==> src/rtl/rau_pkg.sv <==
// ----------------------------------------------------------------------------
// rau_pkg: shared types and constants for the rational arithmetic unit
// Operand widths, word layouts, opcodes and the control/status bundles
// exchanged between the controller and the datapath.
// ----------------------------------------------------------------------------
package rau_pkg;

    // operand and internal widths
    localparam int OPERAND_WIDTH = 16;
    localparam int CMD_W         = 3;
    localparam int NUM_W         = OPERAND_WIDTH;
    localparam int DEN_W         = OPERAND_WIDTH - 1;
    localparam int MUL_W         = OPERAND_WIDTH + 1;
    localparam int WIDE_W        = 2 * OPERAND_WIDTH;
    localparam int CNT_W         = $clog2(WIDE_W);

    // result field widths
    localparam int RES_NUM_W     = 32;
    localparam int RES_DEN_W     = 31;
    localparam int CMP_W         = 2;

    // input word layout, lowest bit first
    localparam int CMD_LSB       = 0;
    localparam int A_NUM_LSB     = CMD_LSB + CMD_W;
    localparam int A_DEN_LSB     = A_NUM_LSB + NUM_W;
    localparam int B_NUM_LSB     = A_DEN_LSB + DEN_W;
    localparam int B_DEN_LSB     = B_NUM_LSB + NUM_W;
    localparam int IN_BITS       = B_DEN_LSB + DEN_W;
    localparam int S_TDATA_W     = ((IN_BITS + 7) / 8) * 8;

    // result word layout, lowest bit first
    localparam int OUT_BITS      = RES_NUM_W + RES_DEN_W + CMP_W + 1;
    localparam int M_TDATA_W     = ((OUT_BITS + 7) / 8) * 8;

    // opcodes
    localparam logic [CMD_W-1:0] CMD_ADD = 3'd0;
    localparam logic [CMD_W-1:0] CMD_SUB = 3'd1;
    localparam logic [CMD_W-1:0] CMD_MUL = 3'd2;
    localparam logic [CMD_W-1:0] CMD_DIV = 3'd3;
    localparam logic [CMD_W-1:0] CMD_CMP = 3'd4;
    localparam logic [CMD_W-1:0] CMD_NEG = 3'd5;

    // product slot selected for the shared multiplier
    typedef enum logic [1:0] {
        MUL_P0 = 2'd0,
        MUL_P1 = 2'd1,
        MUL_P2 = 2'd2
    } mul_sel_t;

    // controller to datapath
    typedef struct packed {
        logic     load;
        logic     mul_en;
        mul_sel_t mul_sel;
        logic     form;
        logic     gcd_step;
        logic     div_init;
        logic     div_step;
        logic     write;
    } rau_cmd_t;

    // datapath to controller
    typedef struct packed {
        logic reduce;
        logic gcd_done;
    } rau_stat_t;

    // one restoring-division lane: partial remainder and dividend/quotient
    typedef struct packed {
        logic [WIDE_W-1:0] rem;
        logic [WIDE_W-1:0] quo;
    } div_lane_t;

endpackage

==> src/rtl/rau_ctrl.sv <==
// ----------------------------------------------------------------------------
// rau_ctrl: sequencing state machine of the rational arithmetic unit
// Steps one word through multiply, form, GCD and divide phases and owns
// the input ready and the output valid.
// ----------------------------------------------------------------------------
module rau_ctrl
    import rau_pkg::*;
(
    input  logic      aclk,
    input  logic      aresetn,
    input  logic      s_tvalid,
    output logic      s_tready,
    output logic      m_tvalid,
    input  logic      m_tready,
    input  rau_stat_t stat,
    output rau_cmd_t  cmd
);

    typedef enum logic [5:0] {
        ST_IDLE  = 6'b000001,
        ST_MUL   = 6'b000010,
        ST_FORM  = 6'b000100,
        ST_GCD   = 6'b001000,
        ST_DIV   = 6'b010000,
        ST_WRITE = 6'b100000
    } state_t;

    state_t            state_reg,   state_next;
    mul_sel_t          mul_sel_reg, mul_sel_next;
    logic [CNT_W-1:0]  cnt_reg,     cnt_next;
    logic              valid_reg,   valid_next;
    logic              out_free;

    assign out_free = !valid_reg || m_tready;
    assign s_tready = (state_reg == ST_IDLE);
    assign m_tvalid = valid_reg;

    // next state and commands
    always_comb begin
        state_next   = state_reg;
        mul_sel_next = mul_sel_reg;
        cnt_next     = cnt_reg;
        cmd          = '0;
        cmd.mul_sel  = mul_sel_reg;
        unique case (state_reg)
            ST_IDLE: begin
                if (s_tvalid) begin
                    cmd.load     = 1'b1;
                    mul_sel_next = MUL_P0;
                    state_next   = ST_MUL;
                end
            end
            ST_MUL: begin
                cmd.mul_en = 1'b1;
                unique case (mul_sel_reg)
                    MUL_P0:  mul_sel_next = MUL_P1;
                    MUL_P1:  mul_sel_next = MUL_P2;
                    default: state_next   = ST_FORM;
                endcase
            end
            ST_FORM: begin
                cmd.form   = 1'b1;
                state_next = stat.reduce ? ST_GCD : ST_WRITE;
            end
            ST_GCD: begin
                if (stat.gcd_done) begin
                    cmd.div_init = 1'b1;
                    cnt_next     = '0;
                    state_next   = ST_DIV;
                end else begin
                    cmd.gcd_step = 1'b1;
                end
            end
            ST_DIV: begin
                cmd.div_step = 1'b1;
                cnt_next     = cnt_reg + 1'b1;
                if (cnt_reg == CNT_W'(WIDE_W - 1)) begin
                    state_next = ST_WRITE;
                end
            end
            ST_WRITE: begin
                if (out_free) begin
                    cmd.write  = 1'b1;
                    state_next = ST_IDLE;
                end
            end
            default: state_next = ST_IDLE;
        endcase
    end

    // output valid: set on write, cleared when taken
    always_comb begin
        priority if (cmd.write) begin
            valid_next = 1'b1;
        end else if (m_tready) begin
            valid_next = 1'b0;
        end else begin
            valid_next = valid_reg;
        end
    end

    always_ff @(posedge aclk) begin
        if (!aresetn) begin
            state_reg   <= ST_IDLE;
            mul_sel_reg <= MUL_P0;
            cnt_reg     <= '0;
            valid_reg   <= 1'b0;
        end else begin
            state_reg   <= state_next;
            mul_sel_reg <= mul_sel_next;
            cnt_reg     <= cnt_next;
            valid_reg   <= valid_next;
        end
    end

endmodule

==> src/rtl/rau_dp.sv <==
// ----------------------------------------------------------------------------
// rau_dp: datapath of the rational arithmetic unit
// Shared multiplier, result forming and sign normalization, binary GCD
// and a two-lane restoring divider that reduces numerator and denominator.
// ----------------------------------------------------------------------------
module rau_dp
    import rau_pkg::*;
(
    input  logic                        aclk,
    input  rau_cmd_t                    cmd,
    output rau_stat_t                   stat,
    input  logic [CMD_W-1:0]            in_cmd,
    input  logic signed [NUM_W-1:0]     in_a_num,
    input  logic [DEN_W-1:0]            in_a_den,
    input  logic signed [NUM_W-1:0]     in_b_num,
    input  logic [DEN_W-1:0]            in_b_den,
    output logic signed [RES_NUM_W-1:0] res_num,
    output logic [RES_DEN_W-1:0]        res_den,
    output logic signed [CMP_W-1:0]     cmp_sign,
    output logic                        zero_den_error
);

    // one restoring-division step
    function automatic div_lane_t div_step_f(input div_lane_t lane,
                                             input logic [WIDE_W-1:0] dvsr);
        logic [WIDE_W:0] shifted;
        div_lane_t       res;
        shifted = {lane.rem, lane.quo[WIDE_W-1]};
        if (shifted >= {1'b0, dvsr}) begin
            res.rem = WIDE_W'(shifted - {1'b0, dvsr});
            res.quo = {lane.quo[WIDE_W-2:0], 1'b1};
        end else begin
            res.rem = WIDE_W'(shifted);
            res.quo = {lane.quo[WIDE_W-2:0], 1'b0};
        end
        return res;
    endfunction

    // operand registers
    logic [CMD_W-1:0]           cmd_reg;
    logic signed [NUM_W-1:0]    an_reg, bn_reg;
    logic [DEN_W-1:0]           ad_reg, bd_reg;

    // products
    logic signed [WIDE_W-1:0]   p0_reg, p1_reg, p2_reg;
    logic signed [MUL_W-1:0]    mul_a, mul_b;
    logic signed [2*MUL_W-1:0]  mul_full;
    logic signed [WIDE_W-1:0]   mul_p;

    // formed fraction
    logic signed [WIDE_W-1:0]   raw_num, raw_den, f_num, f_den;
    logic [WIDE_W-1:0]          f_mag;
    logic                       f_den_zero;
    logic signed [CMP_W-1:0]    f_cmp;

    // working registers
    logic                       sign_reg;
    logic [WIDE_W-1:0]          mag_reg, den_reg;
    logic                       err_reg;
    logic signed [CMP_W-1:0]    cmp_reg;
    logic [WIDE_W-1:0]          x_reg, y_reg, g_reg;
    logic [CNT_W-1:0]           k_reg;
    logic [WIDE_W-1:0]          rn_reg, rd_reg;
    div_lane_t                  lane_n, lane_d;
    logic signed [WIDE_W-1:0]   out_num;

    // output registers
    logic signed [RES_NUM_W-1:0] res_num_reg;
    logic [RES_DEN_W-1:0]        res_den_reg;
    logic signed [CMP_W-1:0]     cmp_out_reg;
    logic                        err_out_reg;

    // operand selection for the shared multiplier
    always_comb begin
        unique case (cmd.mul_sel)
            MUL_P0: begin
                mul_a = MUL_W'(an_reg);
                mul_b = (cmd_reg == CMD_MUL) ? MUL_W'(bn_reg) : $signed({2'b00, bd_reg});
            end
            MUL_P1: begin
                mul_a = $signed({2'b00, ad_reg});
                mul_b = MUL_W'(bn_reg);
            end
            default: begin
                mul_a = $signed({2'b00, ad_reg});
                mul_b = $signed({2'b00, bd_reg});
            end
        endcase
    end

    assign mul_full = mul_a * mul_b;
    assign mul_p    = WIDE_W'(mul_full);

    // raw fraction per opcode
    always_comb begin
        unique case (cmd_reg)
            CMD_ADD: begin
                raw_num = p0_reg + p1_reg;
                raw_den = p2_reg;
            end
            CMD_SUB, CMD_CMP: begin
                raw_num = p0_reg - p1_reg;
                raw_den = p2_reg;
            end
            CMD_MUL: begin
                raw_num = p0_reg;
                raw_den = p2_reg;
            end
            CMD_DIV: begin
                raw_num = p0_reg;
                raw_den = p1_reg;
            end
            CMD_NEG: begin
                raw_num = -WIDE_W'(an_reg);
                raw_den = $signed(WIDE_W'(ad_reg));
            end
            default: begin
                raw_num = '0;
                raw_den = WIDE_W'(1);
            end
        endcase
    end

    // sign normalization and reduce decision
    always_comb begin
        f_num      = raw_den[WIDE_W-1] ? -raw_num : raw_num;
        f_den      = raw_den[WIDE_W-1] ? -raw_den : raw_den;
        f_mag      = f_num[WIDE_W-1] ? WIDE_W'(-f_num) : WIDE_W'(f_num);
        f_den_zero = (f_den == '0);
        if (cmd_reg != CMD_CMP || raw_num == '0) begin
            f_cmp = '0;
        end else if (raw_num[WIDE_W-1]) begin
            f_cmp = -CMP_W'(1);
        end else begin
            f_cmp = CMP_W'(1);
        end
    end

    assign stat.reduce   = !f_den_zero && (f_mag >= WIDE_W'(2));
    assign stat.gcd_done = (x_reg == y_reg);

    assign lane_n  = div_step_f({rn_reg, mag_reg}, g_reg);
    assign lane_d  = div_step_f({rd_reg, den_reg}, g_reg);
    assign out_num = sign_reg ? -$signed(mag_reg) : $signed(mag_reg);

    // operands and products
    always_ff @(posedge aclk) begin
        if (cmd.load) begin
            cmd_reg <= in_cmd;
            an_reg  <= in_a_num;
            ad_reg  <= in_a_den;
            bn_reg  <= in_b_num;
            bd_reg  <= in_b_den;
        end
        if (cmd.mul_en) begin
            unique case (cmd.mul_sel)
                MUL_P0:  p0_reg <= mul_p;
                MUL_P1:  p1_reg <= mul_p;
                default: p2_reg <= mul_p;
            endcase
        end
    end

    // form, binary GCD and division
    always_ff @(posedge aclk) begin
        if (cmd.form) begin
            sign_reg <= f_num[WIDE_W-1] && !f_den_zero;
            mag_reg  <= f_den_zero ? '0 : f_mag;
            den_reg  <= WIDE_W'(f_den);
            err_reg  <= f_den_zero;
            cmp_reg  <= f_cmp;
            x_reg    <= f_mag;
            y_reg    <= WIDE_W'(f_den);
            k_reg    <= '0;
        end else if (cmd.gcd_step) begin
            priority if (!x_reg[0] && !y_reg[0]) begin
                x_reg <= x_reg >> 1;
                y_reg <= y_reg >> 1;
                k_reg <= k_reg + 1'b1;
            end else if (!x_reg[0]) begin
                x_reg <= x_reg >> 1;
            end else if (!y_reg[0]) begin
                y_reg <= y_reg >> 1;
            end else if (x_reg > y_reg) begin
                x_reg <= (x_reg - y_reg) >> 1;
            end else begin
                y_reg <= (y_reg - x_reg) >> 1;
            end
        end else if (cmd.div_init) begin
            g_reg  <= x_reg << k_reg;
            rn_reg <= '0;
            rd_reg <= '0;
        end else if (cmd.div_step) begin
            rn_reg  <= lane_n.rem;
            mag_reg <= lane_n.quo;
            rd_reg  <= lane_d.rem;
            den_reg <= lane_d.quo;
        end
    end

    // result register
    always_ff @(posedge aclk) begin
        if (cmd.write) begin
            res_num_reg <= RES_NUM_W'(out_num);
            res_den_reg <= RES_DEN_W'(den_reg);
            cmp_out_reg <= cmp_reg;
            err_out_reg <= err_reg;
        end
    end

    assign res_num        = res_num_reg;
    assign res_den        = res_den_reg;
    assign cmp_sign       = cmp_out_reg;
    assign zero_den_error = err_out_reg;

endmodule

==> src/rtl/rational_arithmetic_unit.sv <==
// ----------------------------------------------------------------------------
// rational_arithmetic_unit: fraction add/sub/mul/div/compare/negate
// Top level: stream ports, word packing, controller and datapath.
// ----------------------------------------------------------------------------
// Usage:
//   One input word carries an opcode and two fractions a and b. Each word
//   gives exactly one result word: the normalized fraction (denominator
//   made positive, reduced by the GCD when the numerator magnitude is 2 or
//   more), the compare sign, and an error flag for a zero denominator.
//   Steps: three products through one shared multiplier, a forming step,
//   then when reducing a binary GCD of one step per cycle and a radix-2
//   restoring divider over the 32-bit lanes. The GCD loop and the divider
//   set the time from accept to m_tvalid. One word is in flight at a time;
//   the next word can be taken in the cycle after its result is written.
//   s_tready is high only while the unit is idle; the next word may be
//   taken while a finished result still waits in the output register.
//   If the receiver stalls, the unit holds its next result until the
//   output register frees. Reset clears control state only.
// ----------------------------------------------------------------------------
module rational_arithmetic_unit
    import rau_pkg::*;
(
    input  logic                 aclk,
    input  logic                 aresetn,
    // tdata: cmd[3], a_num[16], a_den[15], b_num[16], b_den[15], zero pad
    input  logic [S_TDATA_W-1:0] s_tdata,
    input  logic                 s_tvalid,
    output logic                 s_tready,
    // tdata: res_num[32], res_den[31], cmp_sign[2], zero_den_error[1], zero pad
    output logic [M_TDATA_W-1:0] m_tdata,
    output logic                 m_tvalid,
    input  logic                 m_tready
);

    rau_cmd_t                    cmd;
    rau_stat_t                   stat;
    logic signed [RES_NUM_W-1:0] res_num;
    logic [RES_DEN_W-1:0]        res_den;
    logic signed [CMP_W-1:0]     cmp_sign;
    logic                        zero_den_error;

    rau_ctrl u_ctrl (
        .aclk     (aclk),
        .aresetn  (aresetn),
        .s_tvalid (s_tvalid),
        .s_tready (s_tready),
        .m_tvalid (m_tvalid),
        .m_tready (m_tready),
        .stat     (stat),
        .cmd      (cmd)
    );

    rau_dp u_dp (
        .aclk           (aclk),
        .cmd            (cmd),
        .stat           (stat),
        .in_cmd         (s_tdata[CMD_LSB +: CMD_W]),
        .in_a_num       ($signed(s_tdata[A_NUM_LSB +: NUM_W])),
        .in_a_den       (s_tdata[A_DEN_LSB +: DEN_W]),
        .in_b_num       ($signed(s_tdata[B_NUM_LSB +: NUM_W])),
        .in_b_den       (s_tdata[B_DEN_LSB +: DEN_W]),
        .res_num        (res_num),
        .res_den        (res_den),
        .cmp_sign       (cmp_sign),
        .zero_den_error (zero_den_error)
    );

    // result word packing
    assign m_tdata = M_TDATA_W'({zero_den_error, cmp_sign, res_den, res_num});

    // an error result is exactly 0/0
    a_err_zero: assert property (@(posedge aclk) disable iff (!aresetn)
        m_tvalid && zero_den_error |-> (res_num == '0) && (res_den == '0))
        else $error("error result not 0/0");

    // a good result never has a zero denominator
    a_den_nonzero: assert property (@(posedge aclk) disable iff (!aresetn)
        m_tvalid && !zero_den_error |-> res_den != '0)
        else $error("zero denominator without error flag");

    // compare sign is -1, 0 or +1
    a_cmp_code: assert property (@(posedge aclk) disable iff (!aresetn)
        m_tvalid |-> cmp_sign != 2'b10)
        else $error("bad compare sign");

    // one word at a time: busy right after an accept
    a_busy: assert property (@(posedge aclk) disable iff (!aresetn)
        s_tvalid && s_tready |=> !s_tready)
        else $error("input taken while busy");

endmodule
==> config.mk <==
export PLATFORM = sky130hd
export DESIGN_NAME = rational_arithmetic_unit
export DESIGN_NICKNAME = d
export VERILOG_FILES = /design/src/rtl/rau_pkg.sv /design/src/rtl/rau_ctrl.sv /design/src/rtl/rau_dp.sv /design/src/rtl/rational_arithmetic_unit.sv
export SDC_FILE = /design/constraint.sdc
export NUM_CORES = 2
export LEC_CHECK = 0
export BUFFER_PORTS_ARGS = -buffer_cell sky130_fd_sc_hd__clkbuf_2
export CORE_MARGIN = 5
export CORE_UTILIZATION = 35
export CTS_CLUSTER_SIZE = 24
export DETAILED_ROUTE_END_ITERATION = 16
export PLACE_DENSITY = 0.53
export SLEW_MARGIN = 25
export SYNTH_ARGS = -nofsm -noshare
export SYNTH_HDL_FRONTEND = slang
export SYNTH_SLANG_ARGS = --single-unit
==> constraint.sdc <==
create_clock -name aclk -period 12 [get_ports aclk]
set_input_delay 1.8 -clock aclk [delete_from_list [all_inputs] [get_ports aclk]]
set_output_delay 1.8 -clock aclk [all_outputs]
set_load 0.02 [all_outputs]
==> flow_summary.ini <==
[die]
core_mm2 = 0.122
rows = 128
die_area_mm2 = 0.130
start_util_pct = 35.3
fp.dieW_um = 361
die_y_um = 361
io-pin-count = 150

[synth]
synth.distinct_cells = 109
ys.warnings.count = 0
ys_ff_latch = 474
synth_edf_count = 455
netlist_area_mm2 = 0.0430
ys_seq_area_share_pct = 32.6
synthArstFlopShare_pct = 0
netlist.area_leader.share_pct = 31.8
synth_area_leaders = edfxtp_1 32%, fa_1 13%, ha_1 7.3%, nor2_1 4.2%, xnor2_1 4.0%
synth.avg_cell_area_um2 = 9.45
synth_flop_cell = edfxtp_1
yosys.area.top_type = edfxtp_1
synthesis.instances = 4555

[timing]
timing.max_slew.rel_slack_pct = 31.7
setup_tns_ns = 0
rsz0062_at_grt = false
finClkSkew_ns = 0.0539
fin_crit_sh_pct = 76.3
worst_pin_slew_ns = 0.996
finalCriticalPeriod_ns = 9.15
setup_viol_count_final = 0
drv_slew = 0
finalHoldViolCount = 0
fmax_mhz = 109

[global_routing]
grt_overflow = 0
antenna_found_initial = 1
grt_pass1_wl_um = 203000
grt_pass1_vias = 33527
grt_use_total_pct = 19.6
grt_max_degree = 100

[finish]
regArea_mm2 = 0.0140
final_common_cell = nor2_1
fill_cells = 12297
drive_gt1_share_pct = 9.40
layout_common_cells = 477 x nor2_1, 455 x edfxtp_1, 435 x inv_1
multi_input_area_mm2 = 0.0266
syn_to_final_growth_pct = 10.4
fin_nets = 5207

[worst_setup_path]
path_max_fanout = 18
crit_top_cell = nand4_1
cp-startpoint = u_dp.p1_reg[1]
path_buf_inv = 0
end_kind = flop
crit_end = u_ctrl.state_reg[3]
path_depth = 22
slowest_delay_ns = 0.74
required_ns = 12.49
worstSetupPathType = flop to flop
cpLargestDelayFamily = simple AND/OR/NAND/NOR gates
cp.arrival_ns = 9.65
cp_slowest_cell = xnor2_1
critPathLaunchType = flop
r2r-end = u_ctrl.state_reg[3]
reg2reg_from = u_dp.p1_reg[1]
r2r_cells = 22
worst-r2r-setup-slack_ns = 2.85
cp_cell_sequence = or2_2 > nor4_1 > nand4_1 > o41ai_1 > xor2_1 > ha_1 > a21oi_1 > o21ai_0 > or3_1 > a2111oi_1 > nor4_1 > and3b_1 > o211a_1 > nand4_1 > nor4_4 > or3_1 > o311ai_0 > xnor2_1 > nand4_1 > or4_1 > nor4_2 > o221ai_1

[clock_network]
numCtsBuffers = 59
clockBufferDepth = 3
post_cts_resize_count = 0
htree_levels = 2
cts_tree = done
clock_sinks = 474
post-cts-setup-buffer-count = 0
cts_hold_buf = 0
clk_latency_ns = 0.69
clockRootBuffer = clkbuf_16
clkTransAtPathRegs_ns = 0.06

[detailed_routing]
vias_per_cell = 5.39
drc = 0
route.antenna.remaining_nets = 0
vias = 33855
wl_per_cell_um = 20.9
drt-pass1-iter-count = 7
dr.first_iter.drc_count = 2772
finalWirelength_um = 131000

[job]
maxCapViolCount = 0

[placement]
gp_congestion = 0.898
numPortBuffers = 136
dp_hpwl_um = 103000

[outcome]
outcome = finished clean

[hold_path]
hold_path_class = flop to flop
## kinds of logic after synthesis
group                    count (synthesis)  share of synthesized area (%)
AO/OA/AOI/OAI                         1038                           15.7
XOR/XNOR                               303                           6.18
adder cells (fa/ha/maj)                531                           20.3
buffers and inverters                  655                           5.84
flip-flops                             474                           32.6
multiplexers                           149                           3.96
other                                    1                        0.00871
AND/OR/NAND/NOR                       1404                           15.4
## layout make-up
class	count	area share, %
timing repair buffer	197	2.40
clock inverter	49	1.22
clock buffer	63	3.14
antenna	1	0.00527
tap	1625	4.28
sequential	474	29.6
inverter	437	3.46
multi-input combinational	3431	55.9
## worst min path at each step
stage / start / endpoint / slack (ns) / cells past startpoint
floorplan: u_dp.cmp_reg[0] / u_dp.cmp_sign[0] / 0.40 / 0
global placement: u_dp.cmp_reg[1] / u_dp.cmp_sign[1] / 0.40 / 0
detailed placement: u_dp.cmp_reg[1] / u_dp.cmp_sign[1] / 0.41 / 0
CTS: u_dp.cmp_reg[1] / u_dp.cmp_sign[1] / 0.42 / 0
global route: u_dp.cmp_reg[1] / u_dp.cmp_sign[1] / 0.43 / 0
finish: u_dp.cmp_reg[1] / u_dp.cmp_sign[1] / 0.42 / 0
## Yosys cell counts, types with 19 or more instances
library cell / n
a211oi_1: 27
a21boi_0: 22
a21o_1: 79
a21oi_1: 313
a221oi_1: 54
a22o_1: 19
a31oi_1: 37
and2_1: 30
and3_1: 32
clkbuf_1: 184
dfxtp_1: 19
edfxtp_1: 455
fa_1: 280
ha_1: 251
inv_1: 435
mux2_2: 33
mux2i_1: 96
nand2_1: 417
nand2b_1: 35
nand3_1: 92
nand4_1: 44
nor2_1: 482
nor2b_1: 34
nor3_1: 75
nor4_1: 21
o21a_1: 21
o21ai_0: 214
o21bai_1: 21
o22ai_1: 22
o31ai_1: 58
or2_2: 22
or3_1: 30
or4_1: 20
xnor2_1: 197
xor2_1: 105
## metrics by stage
step	util (%)	worst slack, ns	hold slack (ns)	std cells	cell area [µm²]
floorplan	-	3.70	0.400	4560	43000
global placement	37.2	3.06	0.405	6163	45400
detailed placement	37.2	2.99	0.407	6164	45400
CTS	38.9	2.97	0.420	6276	47500
global route	38.9	2.24	0.425	6276	47500
finish	38.9	2.85	0.418	6277	47500
## routing by layer
| layer | wire length [µm] | track usage, % |
|---|---|---|
| met5 | 0 | 0 |
| met4 | 4000 | 5.55 |
| met3 | 6500 | 2.53 |
| met2 | 60800 | 32.6 |
| met1 | 59800 | 27.1 |
Power is not shown: default switching activity piles up to over one toggle a cycle in this logic, so the estimate is an artifact.
